### config.mk
export PLATFORM = sky130hd
export DESIGN_NAME = moving_average_with_fill_count_flat
export DESIGN_NICKNAME = d
export VERILOG_FILES = /design/src/hdl/mavg_pkg.sv /design/src/hdl/mavg_if.sv /design/src/hdl/mavg_window.sv /design/src/hdl/mavg_divider.sv /design/src/hdl/moving_average_with_fill_count.sv /design/src/flat_wrapper.sv
export SDC_FILE = /design/constraint.sdc
export NUM_CORES = 1
export LEC_CHECK = 0
export BUFFER_PORTS_ARGS = -buffer_cell sky130_fd_sc_hd__buf_2
export CAP_MARGIN = 20
export CORE_UTILIZATION = 44
export CTS_BUF_LIST = sky130_fd_sc_hd__clkbuf_4
export DETAILED_ROUTE_END_ITERATION = 10
export GPL_TIMING_DRIVEN = 0
export HOLD_SLACK_MARGIN = 0.02
export SYNTH_ARGS = -nofsm -noshare
export SYNTH_HDL_FRONTEND = slang
export SYNTH_HIERARCHICAL = 1
export SYNTH_SLANG_ARGS = --single-unit
### constraint.sdc
create_clock -name clk -period 2.9 [get_ports clk]
set_input_delay 0.58 -clock clk [delete_from_list [all_inputs] [get_ports clk]]
set_output_delay 0.58 -clock clk [all_outputs]
set_load 0.005 [all_outputs]
### src/hdl/mavg_pkg.sv
// Shared types and constants for the moving average block.
`default_nettype none

package mavg_pkg;

    localparam int SAMPLE_W = 16;
    localparam int ENTRY_W  = 15;

    // Result reported for a failed measurement: -1.0 with 5 fractional bits.
    localparam logic signed [SAMPLE_W-1:0] FAIL_AVG = -16'sd32;

    typedef enum logic [1:0] {
        ST_IDLE,
        ST_WIN,
        ST_DIV,
        ST_OUT
    } state_t;

endpackage

`default_nettype wire

### src/hdl/mavg_if.sv
// Valid/ready channel interfaces for the sample input and the result output.
`default_nettype none

interface mavg_in_if;
    logic                                  valid;
    logic                                  ready;
    logic signed [mavg_pkg::SAMPLE_W-1:0]  sample;

    modport source (output valid, output sample, input ready);
    modport sink   (input valid, input sample, output ready);
endinterface

interface mavg_out_if;
    logic                                  valid;
    logic                                  ready;
    logic signed [mavg_pkg::SAMPLE_W-1:0]  average;
    logic                                  failed;

    modport source (output valid, output average, output failed, input ready);
    modport sink   (input valid, input average, input failed, output ready);
endinterface

`default_nettype wire

### src/hdl/mavg_window.sv
// Window memory with running sum, write index and fill flag.
`default_nettype none

module mavg_window #(
    parameter int WINDOW = 5,
    parameter int IDX_W  = 3,
    parameter int CNT_W  = 3,
    parameter int SUM_W  = 18
) (
    input  wire logic                                clk,
    input  wire logic                                rst_n,
    input  wire logic                                start,
    input  wire logic [mavg_pkg::ENTRY_W-1:0]        sample,
    output logic                                     done,
    output logic [SUM_W-1:0]                         sum,
    output logic [CNT_W-1:0]                         count
);

    logic [mavg_pkg::ENTRY_W-1:0] mem [WINDOW];

    logic [mavg_pkg::ENTRY_W-1:0] old_reg;
    logic [mavg_pkg::ENTRY_W-1:0] sample_reg;
    logic                         pend_reg;
    logic                         done_reg;
    logic [IDX_W-1:0]             idx_reg;
    logic [IDX_W-1:0]             idx_next;
    logic                         full_reg;
    logic                         full_next;
    logic [SUM_W-1:0]             sum_reg;
    logic [SUM_W-1:0]             sum_next;
    logic [SUM_W-1:0]             old_term;

    // Read the entry about to be replaced; its data is registered and ready in the next cycle.
    always_ff @(posedge clk)
    begin
        if (start)
        begin
            old_reg    <= mem[idx_reg];
            sample_reg <= sample;
        end
        if (pend_reg)
        begin
            mem[idx_reg] <= sample_reg;
        end
    end

    // The old entry is only meaningful once the window has wrapped.
    assign old_term = full_reg ? SUM_W'(old_reg) : '0;

    always_comb
    begin
        sum_next  = sum_reg;
        idx_next  = idx_reg;
        full_next = full_reg;
        if (pend_reg)
        begin
            sum_next = sum_reg + SUM_W'(sample_reg) - old_term;
            if (idx_reg == IDX_W'(WINDOW - 1))
            begin
                idx_next  = '0;
                full_next = 1'b1;
            end
            else
            begin
                idx_next = idx_reg + IDX_W'(1);
            end
        end
    end

    always_ff @(posedge clk or negedge rst_n)
    begin
        if (!rst_n)
        begin
            pend_reg <= 1'b0;
            done_reg <= 1'b0;
            idx_reg  <= '0;
            full_reg <= 1'b0;
            sum_reg  <= '0;
        end
        else
        begin
            pend_reg <= start;
            done_reg <= pend_reg;
            idx_reg  <= idx_next;
            full_reg <= full_next;
            sum_reg  <= sum_next;
        end
    end

    assign done  = done_reg;
    assign sum   = sum_reg;
    assign count = full_reg ? CNT_W'(WINDOW) : CNT_W'(idx_reg);

endmodule

`default_nettype wire

### src/hdl/mavg_divider.sv
// Restoring serial divider, one quotient bit per cycle.
`default_nettype none

module mavg_divider #(
    parameter int SUM_W = 18,
    parameter int CNT_W = 3
) (
    input  wire logic              clk,
    input  wire logic              rst_n,
    input  wire logic              start,
    input  wire logic [SUM_W-1:0]  dividend,
    input  wire logic [CNT_W-1:0]  divisor,
    output logic                   done,
    output logic [SUM_W-1:0]       quotient
);

    localparam int STEP_W = $clog2(SUM_W + 1);

    logic [SUM_W-1:0]  quo_reg;
    logic [CNT_W-1:0]  rem_reg;
    logic [CNT_W-1:0]  div_reg;
    logic [STEP_W-1:0] step_reg;
    logic              busy_reg;
    logic              done_reg;
    logic [CNT_W:0]    trial;
    logic [CNT_W:0]    diff;
    logic              fits;

    assign trial = {rem_reg, quo_reg[SUM_W-1]};
    assign diff  = trial - {1'b0, div_reg};
    assign fits  = (trial >= {1'b0, div_reg});

    always_ff @(posedge clk)
    begin
        if (start)
        begin
            quo_reg <= dividend;
            rem_reg <= '0;
            div_reg <= divisor;
        end
        else if (busy_reg)
        begin
            quo_reg <= {quo_reg[SUM_W-2:0], fits};
            rem_reg <= fits ? diff[CNT_W-1:0] : trial[CNT_W-1:0];
        end
    end

    always_ff @(posedge clk or negedge rst_n)
    begin
        if (!rst_n)
        begin
            busy_reg <= 1'b0;
            done_reg <= 1'b0;
            step_reg <= '0;
        end
        else
        begin
            done_reg <= 1'b0;
            if (start)
            begin
                busy_reg <= 1'b1;
                step_reg <= STEP_W'(SUM_W);
            end
            else if (busy_reg)
            begin
                step_reg <= step_reg - STEP_W'(1);
                if (step_reg == STEP_W'(1))
                begin
                    busy_reg <= 1'b0;
                    done_reg <= 1'b1;
                end
            end
        end
    end

    assign done     = done_reg;
    assign quotient = quo_reg;

endmodule

`default_nettype wire

### src/hdl/moving_average_with_fill_count.sv
// Top level of the moving average with fill count.
// A failed sample skips ahead to the pending result; a valid one first passes
// the window update and the serial divider. One item is in flight at a time: a
// new sample is taken only once the last is loaded into the output register.
// Reset clears the write index, the fill flag and the running sum; the window
// memory needs no clearing since only written entries ever enter the sum.
`default_nettype none

module moving_average_with_fill_count #(
    parameter int WINDOW = 5
) (
    input  wire logic   clk,
    input  wire logic   rst_n,
    mavg_in_if.sink     sample_ch,
    mavg_out_if.source  result_ch
);

    // Index and count widths follow the window depth. The running sum needs
    // room for WINDOW full-scale entries.
    localparam int IDX_W = (WINDOW > 1) ? $clog2(WINDOW) : 1;
    localparam int CNT_W = $clog2(WINDOW + 1);
    localparam int SUM_W = mavg_pkg::ENTRY_W + CNT_W;

    mavg_pkg::state_t state_reg;
    mavg_pkg::state_t state_next;

    logic                               accept;
    logic                               win_start;
    logic                               win_done;
    logic [SUM_W-1:0]                   win_sum;
    logic [CNT_W-1:0]                   win_count;
    logic                               div_start;
    logic                               div_done;
    logic [SUM_W-1:0]                   div_quo;
    logic                               load_out;

    // Pending result, held until the output register can take it.
    logic signed [mavg_pkg::SAMPLE_W-1:0] res_avg_reg;
    logic signed [mavg_pkg::SAMPLE_W-1:0] res_avg_next;
    logic                                 res_failed_reg;
    logic                                 res_failed_next;

    // Output register: a finished item waits here while the next one is taken.
    logic                                 out_valid_reg;
    logic                                 out_valid_next;
    logic signed [mavg_pkg::SAMPLE_W-1:0] out_avg_reg;
    logic                                 out_failed_reg;

    assign sample_ch.ready = (state_reg == mavg_pkg::ST_IDLE);
    assign accept          = sample_ch.valid && sample_ch.ready;

    mavg_window #(
        .WINDOW (WINDOW),
        .IDX_W  (IDX_W),
        .CNT_W  (CNT_W),
        .SUM_W  (SUM_W)
    ) u_window (
        .clk    (clk),
        .rst_n  (rst_n),
        .start  (win_start),
        .sample (sample_ch.sample[mavg_pkg::ENTRY_W-1:0]),
        .done   (win_done),
        .sum    (win_sum),
        .count  (win_count)
    );

    mavg_divider #(
        .SUM_W (SUM_W),
        .CNT_W (CNT_W)
    ) u_divider (
        .clk      (clk),
        .rst_n    (rst_n),
        .start    (div_start),
        .dividend (win_sum),
        .divisor  (win_count),
        .done     (div_done),
        .quotient (div_quo)
    );

    // Sequencer: a negative sample bypasses the window entirely; a valid one
    // updates the window, then the sum is divided by the current fill count.
    always_comb
    begin
        state_next      = state_reg;
        win_start       = 1'b0;
        div_start       = 1'b0;
        load_out        = 1'b0;
        res_avg_next    = res_avg_reg;
        res_failed_next = res_failed_reg;
        case (state_reg)
            mavg_pkg::ST_IDLE:
            begin
                if (accept)
                begin
                    if (sample_ch.sample[mavg_pkg::SAMPLE_W-1])
                    begin
                        res_avg_next    = mavg_pkg::FAIL_AVG;
                        res_failed_next = 1'b1;
                        state_next      = mavg_pkg::ST_OUT;
                    end
                    else
                    begin
                        win_start  = 1'b1;
                        state_next = mavg_pkg::ST_WIN;
                    end
                end
            end
            mavg_pkg::ST_WIN:
            begin
                if (win_done)
                begin
                    div_start  = 1'b1;
                    state_next = mavg_pkg::ST_DIV;
                end
            end
            mavg_pkg::ST_DIV:
            begin
                if (div_done)
                begin
                    // The mean of 15-bit entries always fits in 15 bits.
                    res_avg_next    = {1'b0, div_quo[mavg_pkg::ENTRY_W-1:0]};
                    res_failed_next = 1'b0;
                    state_next      = mavg_pkg::ST_OUT;
                end
            end
            mavg_pkg::ST_OUT:
            begin
                if (!out_valid_reg || result_ch.ready)
                begin
                    load_out   = 1'b1;
                    state_next = mavg_pkg::ST_IDLE;
                end
            end
            default:
            begin
                state_next = mavg_pkg::ST_IDLE;
            end
        endcase
    end

    always_comb
    begin
        out_valid_next = out_valid_reg;
        if (load_out)
        begin
            out_valid_next = 1'b1;
        end
        else if (result_ch.ready)
        begin
            out_valid_next = 1'b0;
        end
    end

    always_ff @(posedge clk or negedge rst_n)
    begin
        if (!rst_n)
        begin
            state_reg     <= mavg_pkg::ST_IDLE;
            out_valid_reg <= 1'b0;
        end
        else
        begin
            state_reg     <= state_next;
            out_valid_reg <= out_valid_next;
        end
    end

    always_ff @(posedge clk)
    begin
        res_avg_reg    <= res_avg_next;
        res_failed_reg <= res_failed_next;
        if (load_out)
        begin
            out_avg_reg    <= res_avg_reg;
            out_failed_reg <= res_failed_reg;
        end
    end

    assign result_ch.valid   = out_valid_reg;
    assign result_ch.average = out_avg_reg;
    assign result_ch.failed  = out_failed_reg;

`ifndef SYNTH
    a_fail_value: assert property (@(posedge clk) disable iff (!rst_n)
        result_ch.valid && result_ch.failed |-> result_ch.average == mavg_pkg::FAIL_AVG)
        else $error("failed result without the failure value");

    a_valid_sample_updates: assert property (@(posedge clk) disable iff (!rst_n)
        accept && !sample_ch.sample[mavg_pkg::SAMPLE_W-1] |=> state_reg == mavg_pkg::ST_WIN)
        else $error("valid sample did not start a window update");

    a_win_done_state: assert property (@(posedge clk) disable iff (!rst_n)
        win_done |-> state_reg == mavg_pkg::ST_WIN)
        else $error("window update finished outside its state");

    a_div_done_state: assert property (@(posedge clk) disable iff (!rst_n)
        div_done |-> state_reg == mavg_pkg::ST_DIV)
        else $error("divider finished outside its state");

    a_count_nonzero: assert property (@(posedge clk) disable iff (!rst_n)
        win_done |-> win_count != '0)
        else $error("divide by a zero fill count");
`endif

endmodule

`default_nettype wire
### src/flat_wrapper.sv
// flat-port wrapper written by rule: the top's interface ports become plain ports
module moving_average_with_fill_count_flat 
#(
    parameter int WINDOW = 5
)
  (clk, rst_n, sample_ch_valid, sample_ch_sample, sample_ch_ready, result_ch_valid, result_ch_average, result_ch_failed, result_ch_ready);
  mavg_in_if sample_ch_i ();
  mavg_out_if result_ch_i ();
  input  wire logic clk;
  input  wire logic rst_n;
  input wire logic [$bits(sample_ch_i.valid)-1:0] sample_ch_valid;
  input wire logic [$bits(sample_ch_i.sample)-1:0] sample_ch_sample;
  output wire logic [$bits(sample_ch_i.ready)-1:0] sample_ch_ready;
  output wire logic [$bits(result_ch_i.valid)-1:0] result_ch_valid;
  output wire logic [$bits(result_ch_i.average)-1:0] result_ch_average;
  output wire logic [$bits(result_ch_i.failed)-1:0] result_ch_failed;
  input wire logic [$bits(result_ch_i.ready)-1:0] result_ch_ready;
  assign sample_ch_i.valid = sample_ch_valid;
  assign sample_ch_i.sample = sample_ch_sample;
  assign sample_ch_ready = sample_ch_i.ready;
  assign result_ch_valid = result_ch_i.valid;
  assign result_ch_average = result_ch_i.average;
  assign result_ch_failed = result_ch_i.failed;
  assign result_ch_i.ready = result_ch_ready;
  moving_average_with_fill_count #(.WINDOW(WINDOW)) u_core (.clk(clk), .rst_n(rst_n), .sample_ch(sample_ch_i), .result_ch(result_ch_i));
endmodule
==> run_results.csv, run 1 <==
group,metric,value,unit
floorplanning,fp.dieH,145.6,um
setup_path,critPathKind,"register to register",
synthesis,synth_top_family_by_area,"simple AND/OR/NAND/NOR gates",
floorplanning,row_count,52,
floorplanning,ios,39,
cts,clk_pin_slew,0.18,ns
synthesis,muxShareOfSynthArea,6.941,%
synthesis,yosysTopAreaCellShare,52.99,%
timing,relSlewSlack,40.27,%
route,ant_nets,0,
route,drt_drc_violations_left,0,
synthesis,avgSynthCellArea,13.89,um^2
synthesis,synthTopCellsByCount,"edfxtp_1, inv_1, dfrtp_1, ha_1",
route,firstDrtPassIters,5,
setup_path,arrival,3.39,ns
setup_path,slowest_delay,0.60,ns
layout,drive_gt1_share,23.47,%
cts,htreeDepth,4,
global_route,grt_pass1_wl,26540,um
synthesis,synth-simple-area-share,8.555,%
layout,final_net_count,791,
pwr,ir_worst_vdd,0.0003163,V
cts,cts.path.max_buffers,2,
setup_path,end_kind,"register",
cts,cts_tree,"yes",
synthesis,yosysTopAreaCell,"edfxtp_1",
synthesis,synthAdderAreaFrac,7.810,%
global_route,gr-total-overflow,0,
synthesis,ys_seq_area_share,63.03,%
timing,setup_ws,0.03739,ns
setup_path,cp-start-kind,"register",
global_route,grt_pass1_vias,5102,
timing,rsz0062_at_grt,"yes",
cts,root_buffer,"clkbuf_4",
timing,setup_viol,0,
run_status,outcome,"completed",
synthesis,async_flop_share,17.26,%
timing,worst_slew_pin_slew,0.8959,ns
worst_hold_path,hold_class,"primary input to asynchronous set/reset pin",
timing,report.final.hold_viol_count,0,
flow_run,maxCapViolations,0,
timing,fin_crit_sh,98.71,%
global_route,grt_use_total,16.42,%
synthesis,yosysUniqueCellTypes,74,
setup_path,cp.required,3.43,ns
timing,fin_tns_setup,0,ns
synthesis,ys_top_cells_by_area,"edfxtp_1, dfrtp_1, ha_1, fa_1, inv_1",
layout,nFillCells,1729,
place,dp_slack,-0.2497,ns
floorplanning,core_area,20230,um^2
synthesis,yosysMostFrequentCell,"edfxtp_1",
synthesis,synth_xor_area_share,1.256,%
synthesis,netlist_instances,653,
timing,holdWs,0.06084,ns
route,dr.first_iter.drc_count,245,
cts,cts_buffers,17,
timing,skew,0.03008,ns
route,viasPerCell,5.032,
pwr,p_per_area,455.7,nW/um^2
synthesis,syn_area,9067,um^2
route,wl_per_cell,16.26,um
cts,clk_latency,0.59,ns
timing,fmax,349.3,MHz
floorplanning,die_area,21190,um^2
place,numPortBuffers,38,
layout,finalInstanceArea,10210,um^2
layout,area_growth,12.63,%
synthesis,syn_nets,720,
route,num_vias,5072,
synthesis,synth-edff-count,160,
place,gp_congestion,0.8162,
synthesis,synth_compound_area_share,7.838,%
place,placed_area,9702,um^2
setup_path,cp_cell_sequence,"buf_6, and2_4, fa_2, inv_2, ha_4, a21oi_2, nand4b_1, buf_4, a21oi_4, o21ai_4, mux2_4, nand3_2",
route,wl,16390,um
layout,post-route-util,50.47,%
global_route,grt_max_degree,35,
place,hpwlAfterDp,11790,um
setup_path,slowest_stage,"fa_2",
setup_path,crit_fanout,6,
cts,cts.sinks,197,
timing,slew_violations,0,
pwr,leakage,0.003727,uW
global_route,antenna_found_initial,1,
timing,period_needed,2.863,ns
synthesis,synth-seq-cells,197,
layout,largest_reg_flops,75,
synthesis,synth_flop_cell,"edfxtp_1",
floorplanning,die_width,145.6,um
synthesis,yosysWarningCount,6,
floorplanning,initial_core_util,44.81,%
path summary, 6_finish.rpt:
check | startpoint | endpoint | slack, ns | cells after the start
max | u_core/u_window/full_reg$_DFFE_PN0P_ | u_core/u_window/sum[17]$_DFFE_PN0P_ | 0.04 | 12
min | rst_n | u_core/u_divider/step_reg[3]$_DFFE_PN0P_ | 0.06 | 1
max reg2reg | u_core/u_window/full_reg$_DFFE_PN0P_ | u_core/u_window/sum[17]$_DFFE_PN0P_ | 0.04 | 12
min reg2reg | u_core/u_window/pend_reg$_DFF_PN0_ | u_core/u_window/done$_DFF_PN0_ | 0.39 | 0
max in group asynchronous | rst_n | u_core/u_window/full_reg$_DFFE_PN0P_ | 2.25 | 1
min in group clk | sample_ch_sample[1] | u_core/u_window/sample_reg[1]$_DFFE_PP_ | 0.15 | 1
area by class of cell:
cell class	instances	area, um^2	area share, %
inverters	81	307.8	3.014
well taps	270	337.8	3.308
flip-flops and latches	197	5717	55.98
diodes	1	2.502	0.02450
clock inverters	15	220.2	2.156
clock buffers	17	127.6	1.250
multi-input cells	352	3068	30.04
repair buffers	53	314.1	3.075
plain buffers	22	117.6	1.152
critical path: cells and delay by family, from the launching register on:
kind,cells,cell delay (ns)
muxes,1,0.31
and+or+nand+nor,3,0.45
buffers and inverters,3,0.39
AOI/OAI and AO/OA,3,0.34
DFF,1,0.47
adders and majority gates,2,0.86
per-stage QoR:
step	instances	power, uW
global placement	961	3105
detailed placement	970	3106
CTS	1004	4711
floorplan	653	3084
finish	1008	4654
global route	1008	4842
layer usage:
layer  part of all wire, %  up-vias  routed length [um]  global-route usage, %
met2                    48      103                7889                  26.80
li1                      -     2479                   -                      -
met5                     0        -                   0                      0
met1                    47     2474                7669                  21.65
met3                   3.3       16                 548                  3.354
met4                   1.7        0                 282                  6.316
kinds of logic after synthesis:
family / Yosys count
compound gates: 101
xor+xnor: 13
fa+ha+maj: 47
buf+inv: 104
flops: 197
mux: 50
simple gates: 141
where the power goes:
| part | internal, uW | switching [uW] |
|---|---|---|
| registers | 3020 | 0 |
| logic | 9.93 | 13.0 |
| clock network | 514 | 1100 |
| total | 3540 | 1110 |
cells in the final DEF, fill, tap and decap left out, types with 6 or more instances in the layout:
master and instances:
dfrtp_1 33, nand2b_1 16, xnor2_1 9, clkinv_8 6, mux2i_1 16, nand2_1 29, and2_1 22, buf_4 15
mux2_2 25, a22oi_1 8, edfxtp_1 160, a21oi_1 21, clkbuf_4 17, fa_1 15, mux4_2 7, clkbuf_1 8
a21o_1 9, o21ai_0 21, ha_1 27, buf_2 45, inv_1 77, nor2_1 28
timing repair:
action,CTS,global route
resized for setup,8,21
endpoints found under the setup margin,9,21
setup buffers,2,4
hold buffers,0,0
pin swaps,3,14
Note: power is estimated with default switching activity, not from simulation.
==> run 2: changes to the inputs <==
--- a/config.mk
+++ b/config.mk
@@ -12,6 +12,8 @@
 export DETAILED_ROUTE_END_ITERATION = 10
 export GPL_TIMING_DRIVEN = 0
 export HOLD_SLACK_MARGIN = 0.02
+export PLACE_DENSITY_LB_ADDON = 0.08
+export RECOVER_POWER = 25
 export SYNTH_ARGS = -nofsm -noshare
 export SYNTH_HDL_FRONTEND = slang
 export SYNTH_HIERARCHICAL = 1
==> run_results.csv, run 2 (synthesized netlist as in run 1, its figures left out) <==
group,metric,value,unit
run_status,failed_checks,"max-capacitance violations, max-slew violations",
setup_path,slowest_stage,"fa_1",
pwr,ir_worst_vdd,0.0002231,V
setup_path,end_kind,"register",
layout,finalInstanceArea,10170,um^2
timing,relSlewSlack,-30.83,%
setup_path,cp_cell_sequence,"buf_6, and2_1, fa_1, inv_1, ha_4, a21o_1, a21o_1, a21o_1, o21ai_2, mux2_4, nand3_2",
pwr,p_per_area,448.9,nW/um^2
place,hpwlAfterDp,12080,um
route,ant_nets,0,
global_route,grt_use_total,16.79,%
layout,area_growth,12.18,%
timing,slew_violations,35,
global_route,grt_max_degree,35,
cts,root_buffer,"clkbuf_4",
setup_path,cp-start-kind,"register",
route,wl_per_cell,16.64,um
floorplanning,core_area,20230,um^2
layout,final_net_count,791,
global_route,antenna_found_initial,1,
cts,cts_tree,"yes",
cts,cts.sinks,197,
timing,fin_tns_setup,0,ns
route,num_vias,5040,
setup_path,cp_common_cell,"a21o_1",
route,drt_drc_violations_left,0,
global_route,grt_pass1_vias,5065,
timing,fin_crit_sh,97.65,%
global_route,grt_pass1_wl,27050,um
floorplanning,initial_core_util,44.81,%
pwr,leakage,0.003696,uW
timing,report.final.hold_viol_count,0,
floorplanning,ios,39,
place,dp_cells,971,
cts,hold_buffers,0,
place,gp_congestion,0.8178,
flow_run,maxCapViolations,1,
cts,clk_pin_slew,0.16,ns
place,placed_area,9713,um^2
route,wl,16760,um
global_route,gr-total-overflow,0,
setup_path,crit_fanout,10,
route,dr.first_iter.drc_count,258,
setup_path,slowest_delay,0.47,ns
place,numPortBuffers,38,
layout,stdcell_count,1007,
timing,skew,0.01888,ns
timing,setup_viol,0,
timing,period_needed,2.832,ns
place,dp_slack,-0.2526,ns
run_status,outcome,"complete, but fails checks",
setup_path,arrival,3.33,ns
cts,clk_latency,0.56,ns
setup_path,critPathKind,"register to register",
layout,drive_gt1_share,23.78,%
route,firstDrtPassIters,5,
timing,worst_slew_pin_slew,1.962,ns
floorplanning,die_area,21190,um^2
cts,cts.path.max_buffers,2,
floorplanning,fp.dieH,145.6,um
cts,htreeDepth,4,
cts,cts_buffers,17,
layout,final_common_cell,"edfxtp_1",
worst_hold_path,hold_class,"primary input to register",
timing,fmax,353.1,MHz
floorplanning,row_count,52,
setup_path,cp.required,3.40,ns
timing,rsz0062_at_grt,"yes",
layout,final_cell_mix,"edfxtp_1, inv_1, buf_2",
floorplanning,die_width,145.6,um
route,viasPerCell,5.005,
timing,setup_ws,0.06822,ns
layout,largest_reg_flops,75,
==> run 2: cell types whose count changed in the layout (fill, tap and decap cells not counted), moves of 2 or more <==
| cell | delta |
|---|---|
| a21oi_2 | +2 |
| a21oi_4 | -2 |
| buf_4 | -2 |
| buf_6 | +2 |
| clkinv_8 | -6 |
| clkinvlp_4 | +2 |
| ha_1 | -3 |
| ha_2 | +2 |
| inv_12 | -2 |
| inv_6 | +2 |
==> run 2: report_power, final <==
part | switching [uW] | leakage [uW] | internal [uW]
clock network | 975 | 0.000156 | 549
registers | 0 | 0.00180 | 3020
logic | 12.8 | 0.00174 | 9.65
==> run 2: metrics by stage <==
step           util [%]  power [uW]  hold slack [ns]
3_5_place_dp      48.00        3106           0.3728
3_3_place_gp      47.42        3105           0.3710
5_1_grt           50.27        4732           0.1016
2_1_floorplan         -        3084           0.2844
6_report          50.27        4567           0.1764
4_1_cts           49.65        4621          0.05880
==> run 2: layout make-up <==
type,instances,area [um^2]
antenna,1,2.502
tap,270,337.8
buffer,23,120.1
multi-input combinational,352,3082
inverter,81,307.8
clock inverter,13,161.4
clock buffer,18,135.1
sequential,197,5717
timing repair buffer,52,309.0
fill,1766,10060
==> run 2: path summary, 6_finish.rpt <==
path / from / endpoint / slack [ns] / cells after the start
max in group asynchronous: rst_n / u_core/u_window/full_reg$_DFFE_PN0P_ / 1.08 / 1
max reg2reg: u_core/u_window/full_reg$_DFFE_PN0P_ / u_core/u_window/sum[17]$_DFFE_PN0P_ / 0.07 / 11
min in group asynchronous: rst_n / u_core/u_divider/step_reg[3]$_DFFE_PN0P_ / 0.54 / 1
min reg2reg: u_core/u_window/pend_reg$_DFF_PN0_ / u_core/u_window/done$_DFF_PN0_ / 0.41 / 0
max: u_core/u_window/full_reg$_DFFE_PN0P_ / u_core/u_window/sum[17]$_DFFE_PN0P_ / 0.07 / 11
min: sample_ch_sample[3] / u_core/u_window/sample_reg[3]$_DFFE_PP_ / 0.18 / 1
==> run 2: repair_timing <==
action | in CTS | in global routing
endpoints found under the setup margin | 9 | 30
setup buffers | 2 | 2
gates resized for setup | 6 | 26
pin swaps | 4 | 16
==> run 2: worst max-delay path: cells and delay by family (launching register included) <==
| family | cells | cell delay (ns) |
|---|---|---|
| buffers and inverters | 2 | 0.20 |
| adder cells (fa/ha/maj) | 2 | 0.73 |
| multiplexers | 1 | 0.33 |
| AND/OR/NAND/NOR | 2 | 0.21 |
| flip-flops | 1 | 0.46 |
| AO/OA/AOI/OAI | 4 | 0.84 |
==> run 2: metal layers <==
layer  up-vias  track usage [%]  share of wire (%)  wire length (um)
li1       2475                -                  -                 -
met1      2453            22.14                 47              7807
met2        95            27.45                 49              8187
met3        17            2.947                2.6               428
met4         0            7.263                2.0               336
met5         -                0                  0                 0
